File: config.mk
export PLATFORM = sky130hd
export DESIGN_NAME = sliding_window_hit_rate_top
export DESIGN_NICKNAME = d
export VERILOG_FILES = /design/src/rtl/swhr_pkg.sv /design/src/rtl/swhr_ram.sv /design/src/rtl/swhr_div.sv /design/src/rtl/swhr_front.sv /design/src/rtl/swhr_back.sv /design/src/rtl/sliding_window_hit_rate_top.sv
export SDC_FILE = /design/constraint.sdc
export NUM_CORES = 1
export LEC_CHECK = 0
export BUFFER_PORTS_ARGS = -buffer_cell sky130_fd_sc_hd__buf_2
export CAP_MARGIN = 20
export CORE_ASPECT_RATIO = 0.7
export CORE_MARGIN = 2
export CORE_UTILIZATION = 65
export CTS_CLUSTER_SIZE = 40
export DETAILED_ROUTE_END_ITERATION = 12
export GPL_ROUTABILITY_DRIVEN = 0
export PLACE_DENSITY = 0.91
export SYNTH_ARGS = -nofsm -noshare
export SYNTH_HDL_FRONTEND = slang
export SYNTH_SLANG_ARGS = --single-unit
File: constraint.sdc
create_clock -name clk -period 5.7 [get_ports clk]
set_clock_uncertainty 0.05 [all_clocks]
set_input_delay 0.57 -clock clk [delete_from_list [all_inputs] [get_ports clk]]
set_output_delay 0.57 -clock clk [all_outputs]
set_load 0.005 [all_outputs]
File: src/rtl/swhr_pkg.sv
`default_nettype none

package swhr_pkg;

  // Count, length and slot registers share one width
  localparam int CNT_W = 8;

  // Largest window; sizes the flag memory and caps the length
  localparam int MAX_WINDOW = 128;

  // Unsigned Q1.16 rate
  localparam int RATE_W = 17;

  // Width of the step counter of the bit-serial divider, one quotient bit per step
  localparam int DIV_CNT_W = $clog2(RATE_W + 1);

  // Frame total wraps at 32 bits
  localparam int TOTAL_W = 32;

  // Window length after reset
  localparam logic [CNT_W-1:0] DEFAULT_WINDOW = 8'd100;

  // State code counted as a hit
  localparam logic [7:0] HIT_CODE = 8'd1;

  // Item operation codes
  localparam logic OP_RECORD = 1'b0;
  localparam logic OP_CLEAR  = 1'b1;

  // Queue between front and back
  localparam int QUEUE_DEPTH = 2;
  localparam int QP_W        = $clog2(QUEUE_DEPTH);

  // Classified item as it waits in the queue
  typedef struct packed {
    logic op;
    logic hit;
  } queue_item_t;

  // Back-end sequencer
  typedef enum logic [3:0] {
    ST_IDLE = 4'b0001,
    ST_UPD  = 4'b0010,
    ST_DIV  = 4'b0100,
    ST_HOLD = 4'b1000
  } back_state_t;

endpackage

`default_nettype wire

File: src/rtl/swhr_ram.sv
`default_nettype none

module swhr_ram #(
  parameter int WIDTH = 1,
  parameter int DEPTH = 128
) (
  input  wire logic                     clk,
  input  wire logic                     we,
  input  wire logic [$clog2(DEPTH)-1:0] waddr,
  input  wire logic [WIDTH-1:0]         wdata,
  input  wire logic                     re,
  input  wire logic [$clog2(DEPTH)-1:0] raddr,
  output      logic [WIDTH-1:0]         rdata
);

  logic [WIDTH-1:0] mem [DEPTH];

  // Write port
  always_ff @(posedge clk) begin
    if (we) begin
      mem[waddr] <= wdata;
    end
  end

  // Registered read port
  always_ff @(posedge clk) begin
    if (re) begin
      rdata <= mem[raddr];
    end
  end

endmodule

`default_nettype wire

File: src/rtl/swhr_div.sv
`default_nettype none

module swhr_div
  import swhr_pkg::*;
(
  input  wire logic              clk,
  input  wire logic              rst_n,
  input  wire logic              start,
  input  wire logic [CNT_W-1:0]  dividend,
  input  wire logic [CNT_W-1:0]  divisor,
  output      logic              busy,
  output      logic              done,
  output      logic [RATE_W-1:0] quot
);

  logic                 busy_r;
  logic [DIV_CNT_W-1:0] cnt_r;
  logic [CNT_W-1:0]     rem_r;
  logic [CNT_W-1:0]     den_r;
  logic [RATE_W-1:0]    quot_r;
  logic                 first_r;

  logic [CNT_W:0]       trial;
  logic [CNT_W:0]       diff;
  logic                 ge;
  logic [CNT_W-1:0]     rem_step;

  // The dividend is hits * 2^16 with hits <= divisor: the first step
  // compares hits itself, each later step shifts in one zero bit
  assign trial    = first_r ? {1'b0, rem_r} : {rem_r, 1'b0};
  assign ge       = trial >= {1'b0, den_r};
  assign diff     = trial - {1'b0, den_r};
  assign rem_step = ge ? diff[CNT_W-1:0] : trial[CNT_W-1:0];

  assign busy = busy_r;
  assign done = busy_r && (cnt_r == DIV_CNT_W'(1));
  assign quot = quot_r;

  // Step counter
  always_ff @(posedge clk) begin
    if (!rst_n) begin
      busy_r <= 1'b0;
      cnt_r  <= '0;
    end else if (start) begin
      busy_r <= 1'b1;
      cnt_r  <= DIV_CNT_W'(RATE_W);
    end else if (busy_r) begin
      cnt_r <= cnt_r - DIV_CNT_W'(1);
      if (cnt_r == DIV_CNT_W'(1)) begin
        busy_r <= 1'b0;
      end
    end
  end

  // Remainder and quotient, one bit per cycle
  always_ff @(posedge clk) begin
    if (start) begin
      rem_r   <= dividend;
      den_r   <= divisor;
      first_r <= 1'b1;
      quot_r  <= '0;
    end else if (busy_r) begin
      rem_r   <= rem_step;
      first_r <= 1'b0;
      quot_r  <= {quot_r[RATE_W-2:0], ge};
    end
  end

endmodule

`default_nettype wire

File: src/rtl/swhr_front.sv
`default_nettype none

module swhr_front
  import swhr_pkg::*;
(
  input  wire logic        clk,
  input  wire logic        rst_n,
  input  wire logic        in_valid,
  output      logic        in_ready,
  input  wire logic        in_op,
  input  wire logic [7:0]  in_state_value,
  output      logic        q_valid,
  output      queue_item_t q_item,
  input  wire logic        q_pop
);

  queue_item_t     q_mem_r [QUEUE_DEPTH];
  logic [QP_W-1:0] wr_ptr_r;
  logic [QP_W-1:0] rd_ptr_r;
  logic [QP_W:0]   count_r;

  logic            push;
  queue_item_t     new_item;

  // Classify the incoming item
  assign new_item.op  = in_op;
  assign new_item.hit = (in_state_value == HIT_CODE);

  assign in_ready = (count_r != (QP_W + 1)'(QUEUE_DEPTH));
  assign push     = in_valid && in_ready;
  assign q_valid  = (count_r != '0);
  assign q_item   = q_mem_r[rd_ptr_r];

  // Store the item
  always_ff @(posedge clk) begin
    if (push) begin
      q_mem_r[wr_ptr_r] <= new_item;
    end
  end

  // Advance pointers and fill count
  always_ff @(posedge clk) begin
    if (!rst_n) begin
      wr_ptr_r <= '0;
      rd_ptr_r <= '0;
      count_r  <= '0;
    end else begin
      if (push) begin
        wr_ptr_r <= (wr_ptr_r == QP_W'(QUEUE_DEPTH - 1)) ? '0 : wr_ptr_r + QP_W'(1);
      end
      if (q_pop) begin
        rd_ptr_r <= (rd_ptr_r == QP_W'(QUEUE_DEPTH - 1)) ? '0 : rd_ptr_r + QP_W'(1);
      end
      if (push && !q_pop) begin
        count_r <= count_r + (QP_W + 1)'(1);
      end else if (q_pop && !push) begin
        count_r <= count_r - (QP_W + 1)'(1);
      end
    end
  end

  a_count_bound: assert property (@(posedge clk) disable iff (!rst_n)
    count_r <= (QP_W + 1)'(QUEUE_DEPTH))
    else $error("queue count beyond depth");

  a_pop_nonempty: assert property (@(posedge clk) disable iff (!rst_n)
    q_pop |-> q_valid)
    else $error("queue popped while empty");

endmodule

`default_nettype wire

File: src/rtl/swhr_back.sv
`default_nettype none

module swhr_back
  import swhr_pkg::*;
(
  input  wire logic               clk,
  input  wire logic               rst_n,
  input  wire logic               cfg_wr_en,
  input  wire logic [CNT_W-1:0]   cfg_wr_data,
  input  wire logic               q_valid,
  input  wire queue_item_t        q_item,
  output      logic               q_pop,
  output      logic               out_valid,
  input  wire logic               out_ready,
  output      logic [CNT_W-1:0]   out_hit_count,
  output      logic [RATE_W-1:0]  out_hit_rate,
  output      logic [CNT_W-1:0]   out_frames_held,
  output      logic [TOTAL_W-1:0] out_frames_total
);

  localparam int AW = $clog2(MAX_WINDOW);
  localparam int EW = (AW > CNT_W) ? AW : CNT_W;

  // Map a requested length onto 1 .. MAX_WINDOW
  function automatic logic [CNT_W-1:0] clamp_len(input logic [CNT_W-1:0] v);
    if (v == '0) return CNT_W'(1);
    if (32'(v) > MAX_WINDOW) return CNT_W'(MAX_WINDOW);
    return v;
  endfunction

  back_state_t        state_r, state_nxt;
  logic [CNT_W-1:0]   window_length_r;
  logic [CNT_W-1:0]   active_len_r, active_len_nxt;
  logic [CNT_W-1:0]   fill_r, fill_nxt;
  logic [CNT_W-1:0]   oldest_r, oldest_nxt;
  logic [CNT_W-1:0]   hits_r, hits_nxt;
  logic [TOTAL_W-1:0] total_r, total_nxt;
  logic               out_valid_r, out_valid_nxt;
  logic               cur_hit_r;

  logic [EW-1:0]      fill_ext;
  logic [EW-1:0]      oldest_ext;
  logic [AW-1:0]      fill_slot;
  logic [AW-1:0]      oldest_slot;
  logic [CNT_W-1:0]   oldest_inc;

  logic               ram_we;
  logic               ram_re;
  logic [AW-1:0]      ram_waddr;
  logic               ram_wdata;
  logic [0:0]         ram_rdata;

  logic               div_start;
  logic               div_busy;
  logic               div_done;
  logic [RATE_W-1:0]  div_quot;
  logic               out_load;

  // Slot addresses from the count registers
  assign fill_ext    = EW'(fill_r);
  assign oldest_ext  = EW'(oldest_r);
  assign fill_slot   = fill_ext[AW-1:0];
  assign oldest_slot = oldest_ext[AW-1:0];
  assign oldest_inc  = oldest_r + CNT_W'(1);

  // Sequence one item: pop, optional flag read, update or clear, divide, hand off
  always_comb begin
    state_nxt      = state_r;
    active_len_nxt = active_len_r;
    fill_nxt       = fill_r;
    oldest_nxt     = oldest_r;
    hits_nxt       = hits_r;
    total_nxt      = total_r;
    q_pop          = 1'b0;
    ram_we         = 1'b0;
    ram_re         = 1'b0;
    ram_waddr      = fill_slot;
    ram_wdata      = q_item.hit;
    div_start      = 1'b0;
    out_load       = 1'b0;
    unique case (state_r)
      ST_IDLE: begin
        if (q_valid) begin
          q_pop = 1'b1;
          if (q_item.op == OP_CLEAR) begin
            active_len_nxt = clamp_len(window_length_r);
            fill_nxt       = '0;
            oldest_nxt     = '0;
            hits_nxt       = '0;
            total_nxt      = '0;
            div_start      = 1'b1;
            state_nxt      = ST_DIV;
          end else if (fill_r >= active_len_r) begin
            ram_re    = 1'b1;
            state_nxt = ST_UPD;
          end else begin
            ram_we    = 1'b1;
            hits_nxt  = hits_r + CNT_W'(q_item.hit);
            fill_nxt  = fill_r + CNT_W'(1);
            total_nxt = total_r + TOTAL_W'(1);
            div_start = 1'b1;
            state_nxt = ST_DIV;
          end
        end
      end
      ST_UPD: begin
        // Overwrite the oldest flag and adjust the running count
        ram_we     = 1'b1;
        ram_waddr  = oldest_slot;
        ram_wdata  = cur_hit_r;
        hits_nxt   = hits_r - CNT_W'(ram_rdata) + CNT_W'(cur_hit_r);
        oldest_nxt = (oldest_inc >= active_len_r) ? '0 : oldest_inc;
        total_nxt  = total_r + TOTAL_W'(1);
        div_start  = 1'b1;
        state_nxt  = ST_DIV;
      end
      ST_DIV: begin
        if (div_done) begin
          state_nxt = ST_HOLD;
        end
      end
      ST_HOLD: begin
        if (!out_valid_r || out_ready) begin
          out_load  = 1'b1;
          state_nxt = ST_IDLE;
        end
      end
      default: begin
        state_nxt = ST_IDLE;
      end
    endcase
  end

  // Hold the result until taken
  assign out_valid_nxt = out_load ? 1'b1 : (out_ready ? 1'b0 : out_valid_r);
  assign out_valid     = out_valid_r;

  // Control and window state
  always_ff @(posedge clk) begin
    if (!rst_n) begin
      state_r         <= ST_IDLE;
      window_length_r <= DEFAULT_WINDOW;
      active_len_r    <= clamp_len(DEFAULT_WINDOW);
      fill_r          <= '0;
      oldest_r        <= '0;
      hits_r          <= '0;
      total_r         <= '0;
      out_valid_r     <= 1'b0;
    end else begin
      state_r      <= state_nxt;
      active_len_r <= active_len_nxt;
      fill_r       <= fill_nxt;
      oldest_r     <= oldest_nxt;
      hits_r       <= hits_nxt;
      total_r      <= total_nxt;
      out_valid_r  <= out_valid_nxt;
      if (cfg_wr_en) begin
        window_length_r <= cfg_wr_data;
      end
    end
  end

  // Latch the hit flag of the item in flight
  always_ff @(posedge clk) begin
    if (q_pop) begin
      cur_hit_r <= q_item.hit;
    end
  end

  // Load the result fields
  always_ff @(posedge clk) begin
    if (out_load) begin
      out_hit_count    <= hits_r;
      out_hit_rate     <= div_quot;
      out_frames_held  <= fill_r;
      out_frames_total <= total_r;
    end
  end

  swhr_ram #(
    .WIDTH (1),
    .DEPTH (MAX_WINDOW)
  ) u_flags (
    .clk   (clk),
    .we    (ram_we),
    .waddr (ram_waddr),
    .wdata (ram_wdata),
    .re    (ram_re),
    .raddr (oldest_slot),
    .rdata (ram_rdata)
  );

  swhr_div u_div (
    .clk      (clk),
    .rst_n    (rst_n),
    .start    (div_start),
    .dividend (hits_nxt),
    .divisor  (active_len_nxt),
    .busy     (div_busy),
    .done     (div_done),
    .quot     (div_quot)
  );

  a_hits_le_fill: assert property (@(posedge clk) disable iff (!rst_n)
    hits_r <= fill_r)
    else $error("hit count exceeds frames held");

  a_fill_le_len: assert property (@(posedge clk) disable iff (!rst_n)
    fill_r <= active_len_r)
    else $error("frames held exceed window length");

  a_upd_full: assert property (@(posedge clk) disable iff (!rst_n)
    (state_r == ST_UPD) |-> (fill_r == active_len_r) && (oldest_r < active_len_r))
    else $error("overwrite while window not full");

  a_idle_div: assert property (@(posedge clk) disable iff (!rst_n)
    (state_r == ST_IDLE) |-> !div_busy)
    else $error("divider busy while sequencer idle");

endmodule

`default_nettype wire

File: src/rtl/sliding_window_hit_rate_top.sv
// Channel  Direction  Handshake             Payload
// in       input      in_valid / in_ready   in_op, in_state_value
// out      output     out_valid / out_ready out_hit_count, out_hit_rate,
//                                           out_frames_held, out_frames_total
// cfg      input      cfg_wr_en             cfg_wr_data (window length)
//
// An accepted item waits in the queue until the back end pops it in ST_IDLE;
// once the window is full, ST_UPD reads and overwrites the oldest flag. The
// item then waits in ST_DIV for the 17-step bit-serial divider and in ST_HOLD
// until the result register is free; the back end takes one item at a time.
// A two-entry queue accepts items while the back end works, and a result
// register holds the last result while the back end takes the next item.
// Reset is synchronous and active low; window length returns to 100 and
// the flag memory needs no clearing pass.

`default_nettype none

module sliding_window_hit_rate_top
  import swhr_pkg::*;
(
  input  wire logic               clk,
  input  wire logic               rst_n,
  input  wire logic               in_valid,
  output      logic               in_ready,
  input  wire logic               in_op,
  input  wire logic [7:0]         in_state_value,
  output      logic               out_valid,
  input  wire logic               out_ready,
  output      logic [CNT_W-1:0]   out_hit_count,
  output      logic [RATE_W-1:0]  out_hit_rate,
  output      logic [CNT_W-1:0]   out_frames_held,
  output      logic [TOTAL_W-1:0] out_frames_total,
  input  wire logic               cfg_wr_en,
  input  wire logic [CNT_W-1:0]   cfg_wr_data
);

  logic        q_valid;
  logic        q_pop;
  queue_item_t q_item;

  // Accept and classify items
  swhr_front u_front (
    .clk            (clk),
    .rst_n          (rst_n),
    .in_valid       (in_valid),
    .in_ready       (in_ready),
    .in_op          (in_op),
    .in_state_value (in_state_value),
    .q_valid        (q_valid),
    .q_item         (q_item),
    .q_pop          (q_pop)
  );

  // Update the window and compute the rate
  swhr_back u_back (
    .clk              (clk),
    .rst_n            (rst_n),
    .cfg_wr_en        (cfg_wr_en),
    .cfg_wr_data      (cfg_wr_data),
    .q_valid          (q_valid),
    .q_item           (q_item),
    .q_pop            (q_pop),
    .out_valid        (out_valid),
    .out_ready        (out_ready),
    .out_hit_count    (out_hit_count),
    .out_hit_rate     (out_hit_rate),
    .out_frames_held  (out_frames_held),
    .out_frames_total (out_frames_total)
  );

endmodule

`default_nettype wire
After elaboration in Yosys (flattened, before gate mapping). Memories as Yosys holds them, arrays and structs flattened. A register that Yosys moved wholly into a read port is not among the register bits. Cells that the tools add are included.

Mux-type cells: 74. Reduce and logical (&&, ||, !) cells: 19. $lt $le $gt $ge: 4. Equality and inequality tests: 13. Bitwise operators: 1. Add/subtract/negate cells: 12.

Operators by type and width (number): $mux 8 (18); $mux 32 (3); $pmux 32 s2 (1); $mux 1 (36); $add 32x1->32 const B (1); $pmux 8 s2 (2); $add 8x1->8 (2); $add 8x1->8 const B (2); $ge 8x8->1 (2); $mux 4 (4); $pmux 4 s4 (1); $reduce_and 3->1 (4); $mux 5 (2); $reduce_bool 2->1 (5); $ge 9x8->1 (1); $mux 9 (1); $eq 8x1->1 const B (1); $gt 8x8->1 const B (1); $logic_not 8->1 (1); $ne 2x2->1 const B (4); $sub 8x1->8 (1); $sub 8x8->8 (1); $mux 7 (1); $eq 5x1->1 const B (1); other kinds (18) (27).

Memories: 2. Flip-flop bits (word level): 187. Output and inout bits: 67. Input bits: 22. Memory bits (writable): 132.

Memory list: u_back.u_flags.mem (words 128, width 1, read ports 1, clocked after Yosys merged registers in 1, write ports 1, line swhr_ram.sv:16) `logic [WIDTH-1:0] mem [DEPTH];`; u_front.q_mem_r (words 2, width 2, read ports 1, clocked after Yosys merged registers in 1, write ports 1, line swhr_front.sv:17) `queue_item_t q_mem_r [QUEUE_DEPTH];`.

Logic depth before layout (Yosys ltp).
Word-level depth: 14. Depth in mapped cells: 12.

Modules after synthesis. From an unflattened synthesis, not the netlist that was laid out.

Cell total of the unflattened synthesis: 1257. Area, all modules: 14834.2 sq um.

By module, submodules not included: swhr_back (area each 6553.8 sq um, cells an instance 618, times used 1, seq. area each 3523.4 sq um); swhr_ram (area each 5729.2 sq um, cells an instance 395, times used 1, seq. area each 3873.7 sq um); swhr_div (area each 2154.6 sq um, cells an instance 211, times used 1, seq. area each 960.9 sq um); swhr_front (area each 396.6 sq um, cells an instance 33, times used 1, seq. area each 220.2 sq um).

Worst setup path before layout. No wires, ideal clock.

Path kind: flip-flop to flip-flop. From: register u_back.u_div.first_r. To: register u_back.u_div.rem_r[2], data pin. Clock period less this slack: 2924 ps. Setup time: 262 ps. Data required time: 5388 ps. Stages on the path, launching flop included: 13. Path slack: 2776 ps. Arrival time: 2612 ps. Cells stage by stage: dfxtp_1 buf_2 mux2i_1 inv_1 ha_1 nor2b_1 o211ai_1 a31o_2 a31oi_1 clkbuf_1 mux2_2 nand2_1 o21ai_0.

Word-level cells in the longest chain between the ends: 5.

RTL lines: start, declared (line swhr_div.sv:21) `logic first_r;`; start signal, assigned (line swhr_div.sv:60) `first_r <= 1'b1;`; start signal, assigned (line swhr_div.sv:64) `first_r <= 1'b0;`; $mux 9 * (line swhr_div.sv:30) `assign trial = first_r ? {1'b0, rem_r} : {rem_r, 1'b0};`; $sub 8x8->8 / $ge 9x8->1 (equally long branches) (line swhr_div.sv:32, swhr_div.sv:31); $mux 8 * (line swhr_div.sv:33) `assign rem_step = ge ? diff[CNT_W-1:0] : trial[CNT_W-1:0];`; $mux 8 * (line swhr_div.sv:62) `end else if (busy_r) begin`; $mux 8 * (line swhr_div.sv:57) `if (start) begin`; end signal, assigned (line swhr_div.sv:58) `rem_r <= dividend;`; end signal, assigned (line swhr_div.sv:63) `rem_r <= rem_step;`; end, declared (line swhr_div.sv:18) `logic [CNT_W-1:0] rem_r;`.

Every way passes the cells marked *; elsewhere a longest branch is shown, timed or not. The select of a mux whose other input is x is not followed. A chain may end at the register's enable or synchronous reset.

Final worst setup path.
From: register u_back.fill_r[0], in the netlist u_back.fill_ext[0]. To: register u_back.u_div.rem_r[4], data pin.

Word-level cells in the longest chain between the ends: 6.

RTL lines: start, declared (line swhr_back.sv:34) `logic [CNT_W-1:0] fill_r, fill_nxt;`; start signal, assigned (line swhr_back.sv:152) `fill_r <= fill_nxt;`; $ge 8x8->1 * (line swhr_back.sv:93) `end else if (fill_r >= active_len_r) begin`; $mux 8 / $mux 1 (equally long branches) (line swhr_back.sv:93); $mux 8 / $mux 1 (equally long branches) (line swhr_back.sv:85) `if (q_item.op == OP_CLEAR) begin`; $mux 8 / $mux 1 (equally long branches) (line swhr_back.sv:83) `if (q_valid) begin`; $pmux 8 s2 / $pmux 1 s2 (equally long branches) (line swhr_back.sv:81) `unique case (state_r)`; $mux 8 * (line swhr_div.sv:57).

Every way passes the cells marked *; elsewhere a longest branch is shown, timed or not.

==> impl_results.md <==
- DR vias/cell: 6.34
- R2R Path Start: u_back.fill_ext[0]
- Die Height: 129 um
- First-pass GRT wire length: 51.4 mm
- Std cell rows: 45
- Worst-path clk slew: 0.06 ns
- Critical path buffer and inverter count: 2
- Sw frac: 31.9%
- Syn. warnings: 0
- Period utilization: 66.4%
- DRC viols: 0
- Most instantiated cells after synthesis: 230 x nor2_1, 215 x edfxtp_1, 106 x dfxtp_1
- Fin crit period: 3.78 ns
- Worst-path fanout max: 55
- Peak VDD IR: 0.285 mV
- Reg2Reg Setup Slack: 1.92 ns
- Post-synthesis async set-or-reset flop share: 0%
- CP Data Required Time: 5.89 ns
- Tot Pwr: 6.56 mW
- Number of synthesized register bits: 321
- Worst hold path depth: 1
- Post-cts sizing count: 0
- Crit path largest cell delay: 0.75 ns
- Hold Crit Class: in -> reg
- Area of the die: 23600 um2
- EDFF count, synth: 215
- Min-Delay Startpoint: in_op
- Max-slew headroom: 29.8%
- Diodes inserted: 0
- Syn Area/Cell: 11.6 um2
- Mapped Cells: 1258
- I/O Buffers: 88
- GRT Total Usage: 27.6%
- Setup Crit Path Kind: reg -> reg
- Status: finished, final reports clean
- Starting Density: 66.6%
- Num ports: 89
- Leak: 5.78 nW
- Capturing point of the worst reg2reg path: u_back.u_div.rem_r[4]
- Root Buffer: clkbuf_16
- Drt total wl: 32.7 mm
- Synthesized Nets: 1327
- Seq/Total Area, Yosys: 59.0%
- Skew-Pair Late Insertion Delay: 0.56 ns
- Reg power frac: 44.0%
- Ys flop type: edfxtp_1
- Vias in the first global route: 9887
- Crit path DAT: 3.97 ns
- Clock sink total: 321
- WL/cell: 20.0 um
- Pint: 4.46 mW
- Clk buf depth: 3
- Largest net degree at the start of global routing: 67
- Slew @ Worst Pin: 1.05 ns
- Drt first pass iters: 6
- Psw: 2.10 mW
- Achievable Freq: 0.264 GHz
- Yosys top cell by area: edfxtp_1
- Area Overhead vs Synth: 10.6%
- Count of final setup violators: 0
- Area of the multi-input gates: 5590 um2
- Cell Pwr Density: 408 nW/um2
- Clock power frac: 29.1%
- Number of hold violations in the final report: 0
- H-tree depth: 1
- Comb pwr share: 26.9%
- Count leader, synth: nor2_1
- Synth unique cells: 71
- Sequential standard cell area: 8580 um2
- Endpoint class of the critical path: flip-flop
- Initial DRC count: 1468
- Worst-case reg-to-reg path depth: 9
- MaxCap Viol Count: 0
- Cell area after synthesis: 14500 um2
- Core area: 21800 um2
- DRT antenna net count: 0
- Hold buffer count at CTS: 0
- RSZ-0062 raised after global routing: false
- CP Cell Sequence: inv_1 -> ha_1 -> nor2b_1 -> o21ai_0 -> a21oi_2 -> a31oi_4 -> inv_2 -> a211oi_1 -> a21oi_1
- Grt ovf: 0
- TritonCTS buffer count: 29
- Top-area cell type share of the netlist area: 44.4%
- Setup_tns: 0 ns
- Area contributors post-synth: edfxtp_1 44%, dfxtp_1 15%, nor2_1 5.9%, mux2i_1 3.9%, ha_1 3.9%
- Worst hold endpoint: u_front.q_mem_r[0][1]
- DP Wirelength: 21.0 mm
- Crit path launch type: flip-flop
- Ratio of cells with drive above 1 in the final layout: 14.6%
- CTS tree: done
- Core Util, Final: 73.6%
- Crit-path leading delay family: compound AO/OA/AOI/OAI gates
- Fin. max-slew vios: 0
- Fin nets: 1397
- Die W: 183 um
- FILL cells: 1358
- Post-CTS setup buffers: 0
- CP startpoint: u_back.fill_ext[0]
- WP depth: 9
- CP max-delay cell: a31oi_4
- Total vias in the final route: 10300
- Initial antenna violation count: 1
metrics by stage:
stage | instance area (um2) | instances | worst slack [ns] | hold WS [ns]
global route | 16100 | 1633 | 1.74 | 0.189
floorplan | 14500 | 1258 | 2.78 | 0.358
CTS | 16100 | 1632 | 2.01 | 0.184
global placement | 15200 | 1578 | 2.36 | 0.366
detailed placement | 15200 | 1578 | 2.18 | 0.389
finish | 16100 | 1633 | 1.92 | 0.193
cell families (layout without fill, tap and decap cells):
| group | after synthesis | in the layout | synth area share [%] |
|---|---|---|---|
| XOR/XNOR | 57 | 57 | 3.43 |
| multiplexers | 90 | 90 | 7.87 |
| AND/OR/NAND/NOR | 492 | 492 | 15.8 |
| adder cells (fa/ha/maj) | 47 | 47 | 4.15 |
| flip-flops | 321 | 321 | 59.0 |
| buffers and inverters | 95 | 188 | 2.67 |
| AO/OA/AOI/OAI | 156 | 156 | 7.08 |
layout make-up:
cell class / instances / share of cell area [%]
timing repair buffer: 97 / 3.16
sequential: 321 / 53.3
tap: 282 / 2.19
clock inverter: 11 / 0.739
multi-input combinational: 842 / 34.7
clock buffer: 43 / 4.96
inverter: 37 / 0.863
state kept, by name (all words and copies together) (netlist names), 2 cells and up, named ones only:
name                     flops
u_back.out_hit_rate         17
u_back.hits_r                8
u_front.q_mem_r              4
u_back.oldest_ext            8
u_back.u_flags.mem         128
u_back.out_frames_total     32
u_back.active_len_r          8
u_back.out_hit_count         8
u_back.window_length_r       8
u_back.u_div.quot           17
u_back.u_div.rem_r           8
u_back.u_div.den_r           8
u_back.state_r               4
u_front.count_r              2
u_back.out_frames_held       8
u_back.total_r              32
u_back.u_div.cnt_r           5
u_back.fill_ext              8
power groups by stage:
stage	sequential [mW]	combinational [mW]	clock (mW)
after floorplan	2.89	1.30	0
after global placement	2.92	1.56	0
after detailed placement	2.93	1.67	0
after CTS	2.88	1.70	1.91
after global routing	2.90	1.92	2.01
final	2.89	1.77	1.91
worst register-to-register path, stage by stage (launching register included):
cell	delay, ns
dfxtp_1	0.48
inv_1	0.13
ha_1	0.31
nor2b_1	0.05
o21ai_0	0.28
a21oi_2	0.21
a31oi_4	0.75
inv_2	0.67
a211oi_1	0.47
a21oi_1	0.08
layout by cell type, fill, tap and decap left out, drive strengths merged, types with 7 or more instances in the layout:
cell      n
a21oi    44
edfxtp  215
nor2    230
nand2b   18
mux2     15
o21ai    34
nand3b   11
and2     11
ha       45
a22oi     8
clkbuf   44
xor2     28
inv      41
nand4    20
a21o      9
nand2    92
buf      96
nor2b    22
o21a      8
or3       7
dfxtp   106
nor4      8
a31oi     8
mux4     18
nor3     14
a211oi    9
and3     11
xnor2    29
mux2i    57
o31ai     7
nand3    31
worst max-delay path by stage:
stage	endpoint
after floorplan	u_back.u_div.rem_r[2]
after global placement	u_back.u_div.rem_r[2]
after detailed placement	u_back.u_div.rem_r[4]
after CTS	u_back.u_div.rem_r[4]
after global routing	u_back.u_div.rem_r[5]
final	u_back.u_div.rem_r[4]
metal layers:
metal	part of all wire, %	routed length [um]	track usage, %
met1	43	13900	39.8
met2	44	14400	43.0
met3	11	3560	5.76
met4	2.3	760	8.42
met5	0.040	13	0.200
Power figures use the tool's default switching activity.
